==> config.mk <==
export PLATFORM = sky130hd
export DESIGN_NAME = sliding_window_sender_tracker_top
export DESIGN_NICKNAME = d
export VERILOG_FILES = /design/src/hdl/swst_pkg.sv /design/src/hdl/sliding_window_sender_tracker_top.sv /design/src/hdl/swst_ram.sv /design/src/hdl/swst_front.sv /design/src/hdl/swst_back.sv
export SDC_FILE = /design/constraint.sdc
export NUM_CORES = 1
export LEC_CHECK = 0
export BUFFER_PORTS_ARGS = -buffer_cell sky130_fd_sc_hd__clkbuf_2
export CAP_MARGIN = 20
export CORE_AREA = 2 2 246 248
export CTS_CLUSTER_DIAMETER = 40
export DETAILED_ROUTE_END_ITERATION = 7
export DIE_AREA = 0 0 248 250
export PLACE_DENSITY = 0.68
export SLEW_MARGIN = 20
export SYNTH_ARGS = -nofsm -noshare
export SYNTH_HDL_FRONTEND = slang
export SYNTH_SLANG_ARGS = --single-unit
==> constraint.sdc <==
create_clock -name clk -period 4.9 [get_ports clk]
set_input_delay 0.49 -clock clk [delete_from_list [all_inputs] [get_ports clk]]
set_output_delay 0.49 -clock clk [all_outputs]
set_load 0.01 [all_outputs]
==> src/hdl/swst_pkg.sv <==
// shared types, codes and sizes for the sliding window sender tracker
// no dependencies
`timescale 1ns / 1ps

package swst_pkg;

  localparam int MAX_SEGMENTS = 64;
  localparam int IDX_W        = $clog2(MAX_SEGMENTS);
  localparam int CNT_W        = 7;
  localparam int SUM_W        = 8;
  localparam int QUEUE_DEPTH  = 2;
  localparam int QPTR_W       = $clog2(QUEUE_DEPTH);

  localparam logic [1:0] KIND_SEND = 2'd0;
  localparam logic [1:0] KIND_NONE = 2'd1;
  localparam logic [1:0] KIND_ACK  = 2'd2;
  localparam logic [1:0] KIND_BAD  = 2'd3;

  localparam logic [1:0] ST_UNSENT = 2'd0;
  localparam logic [1:0] ST_SENT   = 2'd1;
  localparam logic [1:0] ST_ACKED  = 2'd2;

  localparam logic CMD_ACK  = 1'b0;
  localparam logic CMD_SEND = 1'b1;

  typedef enum logic [1:0] {
    OP_ACK,
    OP_BAD,
    OP_SEND
  } op_t;

  typedef struct packed {
    op_t              op;
    logic [IDX_W-1:0] ack;
  } cmd_item_t;

  typedef struct packed {
    logic      valid;
    cmd_item_t item;
  } q_head_t;

endpackage

==> src/hdl/sliding_window_sender_tracker_top.sv <==
// Selective-repeat sender window tracker. Commands are taken on start while
// busy is low and wait in a two-entry queue; a sequencer then walks a 64-entry
// segment status ram, reading and then evaluating each entry. After a command
// leaves the queue, an ack marks its entry acked and then runs a window scan,
// a base slide, a next slide and a second window scan; a bad ack runs the
// window scan alone; a send round marks the unsent entries between next and
// the window end as sent, runs a window scan and then emits each one. Each
// result is presented for exactly one cycle with out_valid high and cannot
// be held off; results of one command never come back to back and the final
// one carries out_last. The segment count port is always ready and must only
// be written while no command is in flight. No clearing pass follows reset.
// depends on swst_pkg, swst_front, swst_back
`timescale 1ns / 1ps

module sliding_window_sender_tracker_top (
  input  logic                        clk,
  input  logic                        rst_n,
  input  logic                        cfg_valid,
  output logic                        cfg_ready,
  input  logic [swst_pkg::CNT_W-1:0]  cfg_segment_count,
  input  logic                        start,
  output logic                        busy,
  input  logic                        in_command,
  input  logic [swst_pkg::IDX_W-1:0]  in_ack_seq,
  output logic                        out_valid,
  output logic [1:0]                  out_kind,
  output logic [swst_pkg::IDX_W-1:0]  out_seq,
  output logic [swst_pkg::IDX_W-1:0]  out_window_base,
  output logic [swst_pkg::CNT_W-1:0]  out_window_length,
  output logic [swst_pkg::CNT_W-1:0]  out_next_pointer,
  output logic                        out_finished,
  output logic                        out_last
);

  swst_pkg::q_head_t          head;
  logic                       pop;
  logic [swst_pkg::CNT_W-1:0] cnt;

  swst_front u_front (
    .clk               (clk),
    .rst_n             (rst_n),
    .cfg_valid         (cfg_valid),
    .cfg_ready         (cfg_ready),
    .cfg_segment_count (cfg_segment_count),
    .start             (start),
    .busy              (busy),
    .in_command        (in_command),
    .in_ack_seq        (in_ack_seq),
    .head              (head),
    .pop               (pop),
    .cnt               (cnt)
  );

  swst_back u_back (
    .clk               (clk),
    .rst_n             (rst_n),
    .head              (head),
    .pop               (pop),
    .cnt               (cnt),
    .out_valid         (out_valid),
    .out_kind          (out_kind),
    .out_seq           (out_seq),
    .out_window_base   (out_window_base),
    .out_window_length (out_window_length),
    .out_next_pointer  (out_next_pointer),
    .out_finished      (out_finished),
    .out_last          (out_last)
  );

endmodule

==> src/hdl/swst_ram.sv <==
// generic single write port ram with registered read
// no dependencies
`timescale 1ns / 1ps

module swst_ram #(
  parameter  int WIDTH = 2,
  parameter  int DEPTH = 64,
  localparam int AW    = $clog2(DEPTH)
) (
  input  logic             clk,
  input  logic             we,
  input  logic [AW-1:0]    waddr,
  input  logic [WIDTH-1:0] wdata,
  input  logic [AW-1:0]    raddr,
  output logic [WIDTH-1:0] rdata
);

  logic [WIDTH-1:0] mem_r [DEPTH];

  always_ff @(posedge clk) begin
    if (we) begin
      mem_r[waddr] <= wdata;
    end
    rdata <= mem_r[raddr];
  end

endmodule

==> src/hdl/swst_front.sv <==
// front end: segment count register, command classification and command queue
// depends on swst_pkg
`timescale 1ns / 1ps

module swst_front (
  input  logic                          clk,
  input  logic                          rst_n,
  input  logic                          cfg_valid,
  output logic                          cfg_ready,
  input  logic [swst_pkg::CNT_W-1:0]    cfg_segment_count,
  input  logic                          start,
  output logic                          busy,
  input  logic                          in_command,
  input  logic [swst_pkg::IDX_W-1:0]    in_ack_seq,
  output swst_pkg::q_head_t             head,
  input  logic                          pop,
  output logic [swst_pkg::CNT_W-1:0]    cnt
);

  logic [swst_pkg::CNT_W-1:0]  cnt_r;
  logic [swst_pkg::CNT_W-1:0]  cnt_nxt;
  swst_pkg::cmd_item_t         q_r [swst_pkg::QUEUE_DEPTH];
  logic [swst_pkg::QPTR_W-1:0] wr_ptr_r;
  logic [swst_pkg::QPTR_W-1:0] rd_ptr_r;
  logic [swst_pkg::QPTR_W:0]   fill_r;
  swst_pkg::cmd_item_t         item;
  logic                        push;
  logic                        do_pop;

  // out-of-range counts are folded to the nearest legal value on write
  always_comb begin
    if (cfg_segment_count == '0) begin
      cnt_nxt = swst_pkg::CNT_W'(1);
    end else if (cfg_segment_count > swst_pkg::CNT_W'(swst_pkg::MAX_SEGMENTS)) begin
      cnt_nxt = swst_pkg::CNT_W'(swst_pkg::MAX_SEGMENTS);
    end else begin
      cnt_nxt = cfg_segment_count;
    end
  end

  always_comb begin
    item.ack = in_ack_seq;
    if (in_command == swst_pkg::CMD_SEND) begin
      item.op = swst_pkg::OP_SEND;
    end else if ({1'b0, in_ack_seq} >= cnt_r) begin
      item.op = swst_pkg::OP_BAD;
    end else begin
      item.op = swst_pkg::OP_ACK;
    end
  end

  assign cfg_ready  = 1'b1;
  assign cnt        = cnt_r;
  assign busy       = (fill_r == (swst_pkg::QPTR_W + 1)'(swst_pkg::QUEUE_DEPTH));
  assign push       = start && !busy;
  assign do_pop     = pop && (fill_r != '0);
  assign head.valid = (fill_r != '0);
  assign head.item  = q_r[rd_ptr_r];

  always_ff @(posedge clk) begin
    if (!rst_n) begin
      cnt_r    <= swst_pkg::CNT_W'(1);
      wr_ptr_r <= '0;
      rd_ptr_r <= '0;
      fill_r   <= '0;
    end else begin
      if (cfg_valid && cfg_ready) begin
        cnt_r <= cnt_nxt;
      end
      if (push) begin
        wr_ptr_r <= wr_ptr_r + swst_pkg::QPTR_W'(1);
      end
      if (do_pop) begin
        rd_ptr_r <= rd_ptr_r + swst_pkg::QPTR_W'(1);
      end
      if (push && !do_pop) begin
        fill_r <= fill_r + (swst_pkg::QPTR_W + 1)'(1);
      end else if (do_pop && !push) begin
        fill_r <= fill_r - (swst_pkg::QPTR_W + 1)'(1);
      end
    end
    if (push) begin
      q_r[wr_ptr_r] <= item;
    end
  end

endmodule

==> src/hdl/swst_back.sv <==
// back end: sequencer that walks the segment status ram and emits results
// depends on swst_pkg and swst_ram
`timescale 1ns / 1ps

module swst_back (
  input  logic                        clk,
  input  logic                        rst_n,
  input  swst_pkg::q_head_t           head,
  output logic                        pop,
  input  logic [swst_pkg::CNT_W-1:0]  cnt,
  output logic                        out_valid,
  output logic [1:0]                  out_kind,
  output logic [swst_pkg::IDX_W-1:0]  out_seq,
  output logic [swst_pkg::IDX_W-1:0]  out_window_base,
  output logic [swst_pkg::CNT_W-1:0]  out_window_length,
  output logic [swst_pkg::CNT_W-1:0]  out_next_pointer,
  output logic                        out_finished,
  output logic                        out_last
);

  typedef enum logic [3:0] {
    S_IDLE,
    S_ACK_WR,
    S_FIN_CHK,
    S_FIN_RD,
    S_FIN_EV,
    S_BASE_RD,
    S_BASE_EV,
    S_NEXT_RD,
    S_NEXT_EV,
    S_SCAN_RD,
    S_SCAN_EV,
    S_SEND_END,
    S_LIST_RD,
    S_LIST_EV
  } state_t;

  state_t                            state_r, state_nxt;
  swst_pkg::op_t                     op_r, op_nxt;
  logic [swst_pkg::IDX_W-1:0]        ack_r, ack_nxt;
  logic [swst_pkg::IDX_W-1:0]        base_r, base_nxt;
  logic [swst_pkg::CNT_W-1:0]        win_r, win_nxt;
  logic [swst_pkg::CNT_W-1:0]        next_r, next_nxt;
  logic [swst_pkg::CNT_W-1:0]        idx_r, idx_nxt;
  logic [swst_pkg::CNT_W-1:0]        n_r, n_nxt;
  logic                              grow_r, grow_nxt;
  logic                              fin_r, fin_nxt;
  logic [swst_pkg::MAX_SEGMENTS-1:0] vld_r, vld_nxt;
  logic                              rd_vld_r;
  logic                              out_valid_r, out_valid_nxt;
  logic [1:0]                        out_kind_r, out_kind_nxt;
  logic [swst_pkg::IDX_W-1:0]        out_seq_r, out_seq_nxt;
  logic                              out_last_r, out_last_nxt;

  logic                              st_we;
  logic [swst_pkg::IDX_W-1:0]        st_waddr;
  logic [1:0]                        st_wdata;
  logic [swst_pkg::IDX_W-1:0]        rd_addr;
  logic [1:0]                        st_rdata;
  logic [1:0]                        rd_status;
  logic                              ls_we;
  logic [swst_pkg::IDX_W-1:0]        ls_waddr;
  logic [swst_pkg::IDX_W-1:0]        ls_wdata;
  logic [swst_pkg::IDX_W-1:0]        ls_raddr;
  logic [swst_pkg::IDX_W-1:0]        ls_rdata;
  logic                              fin_done;
  logic                              fin_val;

  logic [swst_pkg::SUM_W-1:0]        sum_bw;
  logic [swst_pkg::SUM_W-1:0]        cnt_w;
  logic [swst_pkg::SUM_W-1:0]        fin_p;
  logic [swst_pkg::SUM_W-1:0]        next_inc;
  logic [swst_pkg::SUM_W-1:0]        idx_w;

  swst_ram #(
    .WIDTH (2),
    .DEPTH (swst_pkg::MAX_SEGMENTS)
  ) u_status_ram (
    .clk   (clk),
    .we    (st_we),
    .waddr (st_waddr),
    .wdata (st_wdata),
    .raddr (rd_addr),
    .rdata (st_rdata)
  );

  // indexes of the segments picked in the current send round
  swst_ram #(
    .WIDTH (swst_pkg::IDX_W),
    .DEPTH (swst_pkg::MAX_SEGMENTS)
  ) u_list_ram (
    .clk   (clk),
    .we    (ls_we),
    .waddr (ls_waddr),
    .wdata (ls_wdata),
    .raddr (ls_raddr),
    .rdata (ls_rdata)
  );

  // never-written entries read as unsent
  assign rd_status = rd_vld_r ? st_rdata : swst_pkg::ST_UNSENT;

  assign sum_bw   = swst_pkg::SUM_W'(base_r) + swst_pkg::SUM_W'(win_r);
  assign cnt_w    = swst_pkg::SUM_W'(cnt);
  assign fin_p    = swst_pkg::SUM_W'(base_r) + swst_pkg::SUM_W'(idx_r);
  assign next_inc = swst_pkg::SUM_W'(next_r) + swst_pkg::SUM_W'(1);
  assign idx_w    = swst_pkg::SUM_W'(idx_r);

  always_comb begin
    state_nxt     = state_r;
    op_nxt        = op_r;
    ack_nxt       = ack_r;
    base_nxt      = base_r;
    win_nxt       = win_r;
    next_nxt      = next_r;
    idx_nxt       = idx_r;
    n_nxt         = n_r;
    grow_nxt      = grow_r;
    fin_nxt       = fin_r;
    vld_nxt       = vld_r;
    out_valid_nxt = 1'b0;
    out_kind_nxt  = out_kind_r;
    out_seq_nxt   = out_seq_r;
    out_last_nxt  = out_last_r;
    pop           = 1'b0;
    st_we         = 1'b0;
    st_waddr      = ack_r;
    st_wdata      = swst_pkg::ST_ACKED;
    rd_addr       = '0;
    ls_we         = 1'b0;
    ls_waddr      = n_r[swst_pkg::IDX_W-1:0];
    ls_wdata      = idx_r[swst_pkg::IDX_W-1:0];
    ls_raddr      = idx_r[swst_pkg::IDX_W-1:0];
    fin_done      = 1'b0;
    fin_val       = 1'b0;

    unique case (state_r)
      S_IDLE: begin
        if (head.valid) begin
          pop      = 1'b1;
          op_nxt   = head.item.op;
          ack_nxt  = head.item.ack;
          n_nxt    = '0;
          idx_nxt  = next_r;
          grow_nxt = (head.item.op == swst_pkg::OP_ACK);
          unique case (head.item.op)
            swst_pkg::OP_ACK:  state_nxt = S_ACK_WR;
            swst_pkg::OP_BAD:  state_nxt = S_FIN_CHK;
            swst_pkg::OP_SEND: state_nxt = S_SCAN_RD;
            default:           state_nxt = S_IDLE;
          endcase
        end
      end
      S_ACK_WR: begin
        st_we          = 1'b1;
        vld_nxt[ack_r] = 1'b1;
        state_nxt      = S_FIN_CHK;
      end
      S_FIN_CHK: begin
        idx_nxt = '0;
        if (sum_bw + swst_pkg::SUM_W'(1) < cnt_w) begin
          fin_done = 1'b1;
        end else begin
          state_nxt = S_FIN_RD;
        end
      end
      S_FIN_RD: begin
        if (idx_r >= win_r || fin_p >= cnt_w) begin
          fin_done = 1'b1;
          fin_val  = 1'b1;
        end else begin
          rd_addr   = fin_p[swst_pkg::IDX_W-1:0];
          state_nxt = S_FIN_EV;
        end
      end
      S_FIN_EV: begin
        if (rd_status != swst_pkg::ST_ACKED) begin
          fin_done = 1'b1;
        end else begin
          idx_nxt   = idx_r + swst_pkg::CNT_W'(1);
          state_nxt = S_FIN_RD;
        end
      end
      S_BASE_RD: begin
        if (sum_bw < cnt_w) begin
          rd_addr   = base_r;
          state_nxt = S_BASE_EV;
        end else begin
          state_nxt = S_NEXT_RD;
        end
      end
      S_BASE_EV: begin
        if (rd_status == swst_pkg::ST_ACKED) begin
          base_nxt  = base_r + swst_pkg::IDX_W'(1);
          state_nxt = S_BASE_RD;
        end else begin
          state_nxt = S_NEXT_RD;
        end
      end
      S_NEXT_RD: begin
        if (next_inc < cnt_w) begin
          rd_addr   = next_r[swst_pkg::IDX_W-1:0];
          state_nxt = S_NEXT_EV;
        end else begin
          state_nxt = S_FIN_CHK;
        end
      end
      S_NEXT_EV: begin
        if (rd_status != swst_pkg::ST_UNSENT) begin
          next_nxt  = next_r + swst_pkg::CNT_W'(1);
          state_nxt = S_NEXT_RD;
        end else begin
          state_nxt = S_FIN_CHK;
        end
      end
      S_SCAN_RD: begin
        if (idx_w < sum_bw && idx_w < cnt_w) begin
          rd_addr   = idx_r[swst_pkg::IDX_W-1:0];
          state_nxt = S_SCAN_EV;
        end else begin
          state_nxt = S_SEND_END;
        end
      end
      S_SCAN_EV: begin
        if (rd_status == swst_pkg::ST_UNSENT) begin
          st_we    = 1'b1;
          st_waddr = idx_r[swst_pkg::IDX_W-1:0];
          st_wdata = swst_pkg::ST_SENT;
          vld_nxt[idx_r[swst_pkg::IDX_W-1:0]] = 1'b1;
          ls_we    = 1'b1;
          n_nxt    = n_r + swst_pkg::CNT_W'(1);
        end
        idx_nxt   = idx_r + swst_pkg::CNT_W'(1);
        state_nxt = S_SCAN_RD;
      end
      S_SEND_END: begin
        // sending the last segment pushes the pointer to the end
        if (n_r != '0 && next_inc == cnt_w) begin
          next_nxt = cnt;
        end
        state_nxt = S_FIN_CHK;
      end
      S_LIST_RD: begin
        state_nxt = S_LIST_EV;
      end
      S_LIST_EV: begin
        out_valid_nxt = 1'b1;
        out_kind_nxt  = swst_pkg::KIND_SEND;
        out_seq_nxt   = ls_rdata;
        out_last_nxt  = ((idx_r + swst_pkg::CNT_W'(1)) == n_r);
        idx_nxt       = idx_r + swst_pkg::CNT_W'(1);
        state_nxt     = out_last_nxt ? S_IDLE : S_LIST_RD;
      end
      default: begin
        state_nxt = S_IDLE;
      end
    endcase

    if (fin_done) begin
      if (grow_r) begin
        grow_nxt = 1'b0;
        if (!fin_val && sum_bw < cnt_w) begin
          win_nxt = win_r + swst_pkg::CNT_W'(1);
        end
        state_nxt = S_BASE_RD;
      end else begin
        fin_nxt = fin_val;
        if (op_r == swst_pkg::OP_SEND && n_r != '0) begin
          idx_nxt   = '0;
          state_nxt = S_LIST_RD;
        end else begin
          out_valid_nxt = 1'b1;
          out_seq_nxt   = '0;
          out_last_nxt  = 1'b1;
          unique case (op_r)
            swst_pkg::OP_ACK: out_kind_nxt = swst_pkg::KIND_ACK;
            swst_pkg::OP_BAD: out_kind_nxt = swst_pkg::KIND_BAD;
            default:          out_kind_nxt = swst_pkg::KIND_NONE;
          endcase
          state_nxt = S_IDLE;
        end
      end
    end
  end

  always_ff @(posedge clk) begin
    if (!rst_n) begin
      state_r     <= S_IDLE;
      base_r      <= '0;
      win_r       <= swst_pkg::CNT_W'(1);
      next_r      <= '0;
      vld_r       <= '0;
      grow_r      <= 1'b0;
      out_valid_r <= 1'b0;
    end else begin
      state_r     <= state_nxt;
      base_r      <= base_nxt;
      win_r       <= win_nxt;
      next_r      <= next_nxt;
      vld_r       <= vld_nxt;
      grow_r      <= grow_nxt;
      out_valid_r <= out_valid_nxt;
    end
    op_r       <= op_nxt;
    ack_r      <= ack_nxt;
    idx_r      <= idx_nxt;
    n_r        <= n_nxt;
    fin_r      <= fin_nxt;
    rd_vld_r   <= vld_r[rd_addr];
    out_kind_r <= out_kind_nxt;
    out_seq_r  <= out_seq_nxt;
    out_last_r <= out_last_nxt;
  end

  assign out_valid         = out_valid_r;
  assign out_kind          = out_kind_r;
  assign out_seq           = out_seq_r;
  assign out_window_base   = base_r;
  assign out_window_length = win_r;
  assign out_next_pointer  = next_r;
  assign out_finished      = fin_r;
  assign out_last          = out_last_r;

endmodule

==> flow_metrics.env <==
export IMPL_status="finished, final reports clean"
export IMPL_dpl_cell_area_um2=30900
export IMPL_p_int_mw=11.2
export IMPL_combPwrFrac_pct=13.6
export IMPL_r2r_start="u_back.out_window_length[1]"
export IMPL_path_clk_slew_ns=0.06
export IMPL_yosys_warnings=0
export IMPL_instances_no_fill=3342
export IMPL_critical_path_startpoint_type="flip-flop"
export IMPL_synth_edf_count=544
export IMPL_async_flop_share_pct=0
export IMPL_antennaDiodeCount=0
export IMPL_layout_commonest_cell="edfxtp_1"
export IMPL_synthToLayoutAreaGrowth_pct=16.6
export IMPL_grt_usage_pct=26.4
export IMPL_die_h_um=250
export IMPL_endpoint_kind="flip-flop"
export IMPL_drc_errors=0
export IMPL_grt_busiest_layer="met2"
export IMPL_die_area_um2=62000
export IMPL_r2r_cells=21
export IMPL_die_x_um=248
export IMPL_critPathBufInv=4
export IMPL_finalMaxSlewViolations=0
export IMPL_swShare_pct=28.5
export IMPL_fin_skew_ns=0.0328
export IMPL_hold_viol=0
export IMPL_ios=51
export IMPL_min_path_type="in2reg"
export IMPL_cts_buffer_depth=3
export IMPL_fin_nets=2573
export IMPL_rr_endpoint="u_back.u_status_ram.rdata[0]"
export IMPL_crit_arrival_ns=5.27
export IMPL_worstPathCellList="ha_1, a211o_1, o211ai_2, nand2b_1, a21oi_2, xnor2_1, inv_1, ha_1, a21o_1, a221o_1, a31o_4, a2111oi_4, buf_4, a2111o_2, buf_4, buf_6, mux2i_1, a21oi_1, o32a_1, a311oi_2, a311oi_2"
export IMPL_holdBufCountCts=0
export IMPL_max_cap_violations=0
export IMPL_p_leak_nw=11.3
export IMPL_clk_latency_ns=0.65
export IMPL_cts_tree="yes"
export IMPL_rows=90
export IMPL_dp_cells=3155
export IMPL_gp_congestion=0.934
export IMPL_place_hpwl_mm=53.0
export IMPL_clkPwrFrac_pct=43.8
export IMPL_cts_buffers=93
export IMPL_layout_min_cycle_time_ns=4.78
export IMPL_synth_cells=2377
export IMPL_worst_slew_pin_slew_ns=1.07
export IMPL_grt_pass1_vias=20300
export IMPL_drt_iter0_markers=2304
export IMPL_dr_pass1_iters=8
export IMPL_synth_distinct_cells=83
export IMPL_final_seq_area_um2=18900
export IMPL_fill_cells=4700
export IMPL_ir_worst_vdd_mv=0.346
export IMPL_multiInputGateArea_um2=9920
export IMPL_path_max_fanout=5
export IMPL_core_um2=59600
export IMPL_worstSetupPathType="reg2reg"
export IMPL_vias=20900
export IMPL_cp_startpoint="u_back.out_window_length[1]"
export IMPL_cp_endpoint="u_back.u_status_ram.rdata[0]"
export IMPL_grt_overflow=0
export IMPL_grt_use_met1_pct=35.0
export IMPL_hold_ws_ns=0.0597
export IMPL_grt_max_degree=115
export IMPL_synth_fp_nets=2468
export IMPL_wire_per_inst_um=24.7
export IMPL_postRouteAntennaNets=0
export IMPL_final_cell_mix="edfxtp_1, nor2_1, nand2_1, dfxtp_1, a21oi_1"
export IMPL_syn_avg_cell_area_um2=12.4
export IMPL_drive_gt1_share_pct=16.1
export IMPL_postLayoutCellArea_um2=34300
export IMPL_clock_sinks=671
export IMPL_wirelength_mm=82.5
export IMPL_pwr_density_cell_nw_per_um2=455
export IMPL_netSwitchingPower_mw=4.46
export IMPL_finalSetupViolations=0
export IMPL_synth_seq_area_share_pct=64.2
export IMPL_io_buffer_count=49
export IMPL_timing_final_crit_share_pct=97.5
export IMPL_fin_tns_setup_ns=0
export IMPL_cp_depth=21
export IMPL_synth_area_um2=29400
export IMPL_critPathRequiredTime_ns=5.40
export IMPL_via_per_inst=6.26
export IMPL_crit_slowest_cell="dfxtp_1"
export IMPL_max_stage_delay_ns=0.40
export IMPL_crit_family="compound AO/OA/AOI/OAI gates"
export IMPL_max_freq_mhz=209
export IMPL_root_buffer="clkbuf_16"
export IMPL_grtUsageMet2_pct=42.1
export IMPL_met3_usage_pct=5.10
export IMPL_r2r_slack_ns=0.12
export IMPL_ys_ff_latch=671
export IMPL_power_frac_seq_pct=42.6
export IMPL_grt_pass1_wl_mm=124
export IMPL_antenna_found_initial=0
export IMPL_htree_num_levels=3
export IMPL_ys_flop_type="edfxtp_1"
export IMPL_start_util_pct=49.4
export IMPL_maxSlewHeadroom_pct=28.2
-- power groups by stage --
stage          Sequential [mW]  Clock, mW  Combinational, mW
5_1_grt                   6.67       7.15               2.30
2_1_floorplan             6.63          0               1.44
6_report                  6.65       6.84               2.13
3_3_place_gp              6.74          0               2.03
4_1_cts                   6.64       6.90               2.08
3_5_place_dp              6.75          0               2.07
-- cells by family (layout without fill, tap and decap cells) --
| group | count (synthesis) | in the layout | synth area share [%] |
|---|---|---|---|
| other | 1 | 1 | 0.0127 |
| buffers and inverters | 185 | 367 | 2.58 |
| multiplexers | 133 | 133 | 4.73 |
| XOR/XNOR | 48 | 48 | 1.43 |
| AO/OA/AOI/OAI | 528 | 529 | 12.5 |
| adder cells (fa/ha/maj) | 73 | 73 | 3.16 |
| flip-flops | 671 | 671 | 64.2 |
| AND/OR/NAND/NOR | 738 | 738 | 11.4 |
-- what timing repair did --
| item | 4_1_cts | 5_1_grt |
|---|---|---|
| setup buffers | 9 | 4 |
| setup endpoints to repair | 3 | 3 |
| gates cloned | 1 | 0 |
| pin swaps | 3 | 10 |
| gates resized for setup | 9 | 17 |
-- cells in the mapped netlist, types with 4 or more instances --
library cell    n  area share, %
a2111oi_0       5           0.15
a211o_1         6           0.18
a211oi_1        9           0.23
a21o_1         11           0.28
a21oi_1       101            1.7
a221oi_1       49            1.5
a222oi_1        9           0.31
a22o_1         39            1.2
a22oi_1        87            2.2
a311oi_1        7           0.21
a31oi_1        33           0.70
and2_1         19           0.40
and3_1         15           0.32
buf_1          20           0.26
buf_2          15           0.26
buf_4           6           0.15
clkbuf_1      100            1.3
dfxtp_1       127            8.6
edfxtp_1      544             56
ha_1           71            3.0
inv_1          38           0.48
mux2_2         36            1.4
mux2i_1        93            3.2
nand2_1       170            2.2
nand2b_1       23           0.49
nand3_1        69            1.2
nand3b_1        8           0.20
nand4_1        31           0.66
nand4b_1        5           0.15
nor2_1        320            4.1
nor2b_1        16           0.34
nor3_1         15           0.26
nor4_1         11           0.23
o211ai_1        9           0.23
o21a_1          9           0.23
o21ai_0        60            1.0
o22ai_1        48            1.0
o31ai_1         4           0.10
o32ai_1         8           0.24
or2_2          11           0.23
or3_1          11           0.23
xnor2_1        27           0.80
xor2_1         21           0.63
-- registers in the layout, summed over array words and instances, names as in the netlist, 4 cells and up, named ones only --
signal / count
u_front.cnt: 7
u_back.u_list_ram.mem_r: 384
u_back.idx_r: 7
u_back.state_r: 4
u_back.out_seq: 6
u_back.u_status_ram.mem_r: 128
u_back.out_window_length: 7
u_back.n_r: 7
u_back.out_next_pointer: 7
u_back.vld_r: 64
u_back.ack_r: 6
u_front.q_r: 16
u_back.u_list_ram.rdata: 6
u_back.out_window_base: 6
-- metal layers --
layer	share of wire, %	routed length [um]	vias to the layer above
met5	0	0	-
met4	4.6	3770	0
li1	-	-	9293
met2	47	38900	1112
met1	40	32700	10300
met3	8.6	7050	246
-- how the worst min path moves through the flow --
stage	start	endpoint	slack, ns	cells after the start
5_1_grt	in_ack_seq[0]	u_front.q_r[0][0]	0.05	1
3_5_place_dp	u_back.u_list_ram.rdata[1]	u_back.out_seq[1]	0.43	2
4_1_cts	in_ack_seq[0]	u_front.q_r[0][0]	0.04	1
3_3_place_gp	u_back.u_list_ram.rdata[5]	u_back.out_seq[5]	0.43	2
6_report	in_ack_seq[0]	u_front.q_r[0][0]	0.06	1
2_1_floorplan	u_back.u_list_ram.rdata[0]	u_back.out_seq[0]	0.42	2
-- layout make-up --
cell class                 instances  share of cell area [%]
timing repair buffer             154                    3.35
inverter                          40                   0.438
clock inverter                    69                    2.39
multi-input combinational       1522                    28.9
clock buffer                     104                    6.96
tap                              782                    2.85
sequential                       671                    55.1
-- per-stage QoR --
stage	power [mW]	worst slack [ns]	utilization [%]
finish	15.6	0.123	57.6
global route	16.1	-0.0549	57.6
CTS	15.6	0.00226	57.4
detailed placement	8.82	-0.0833	51.8
global placement	8.78	0.0838	51.8
floorplan	8.07	0.185	-
Note: power is estimated with default switching activity, not from simulation.
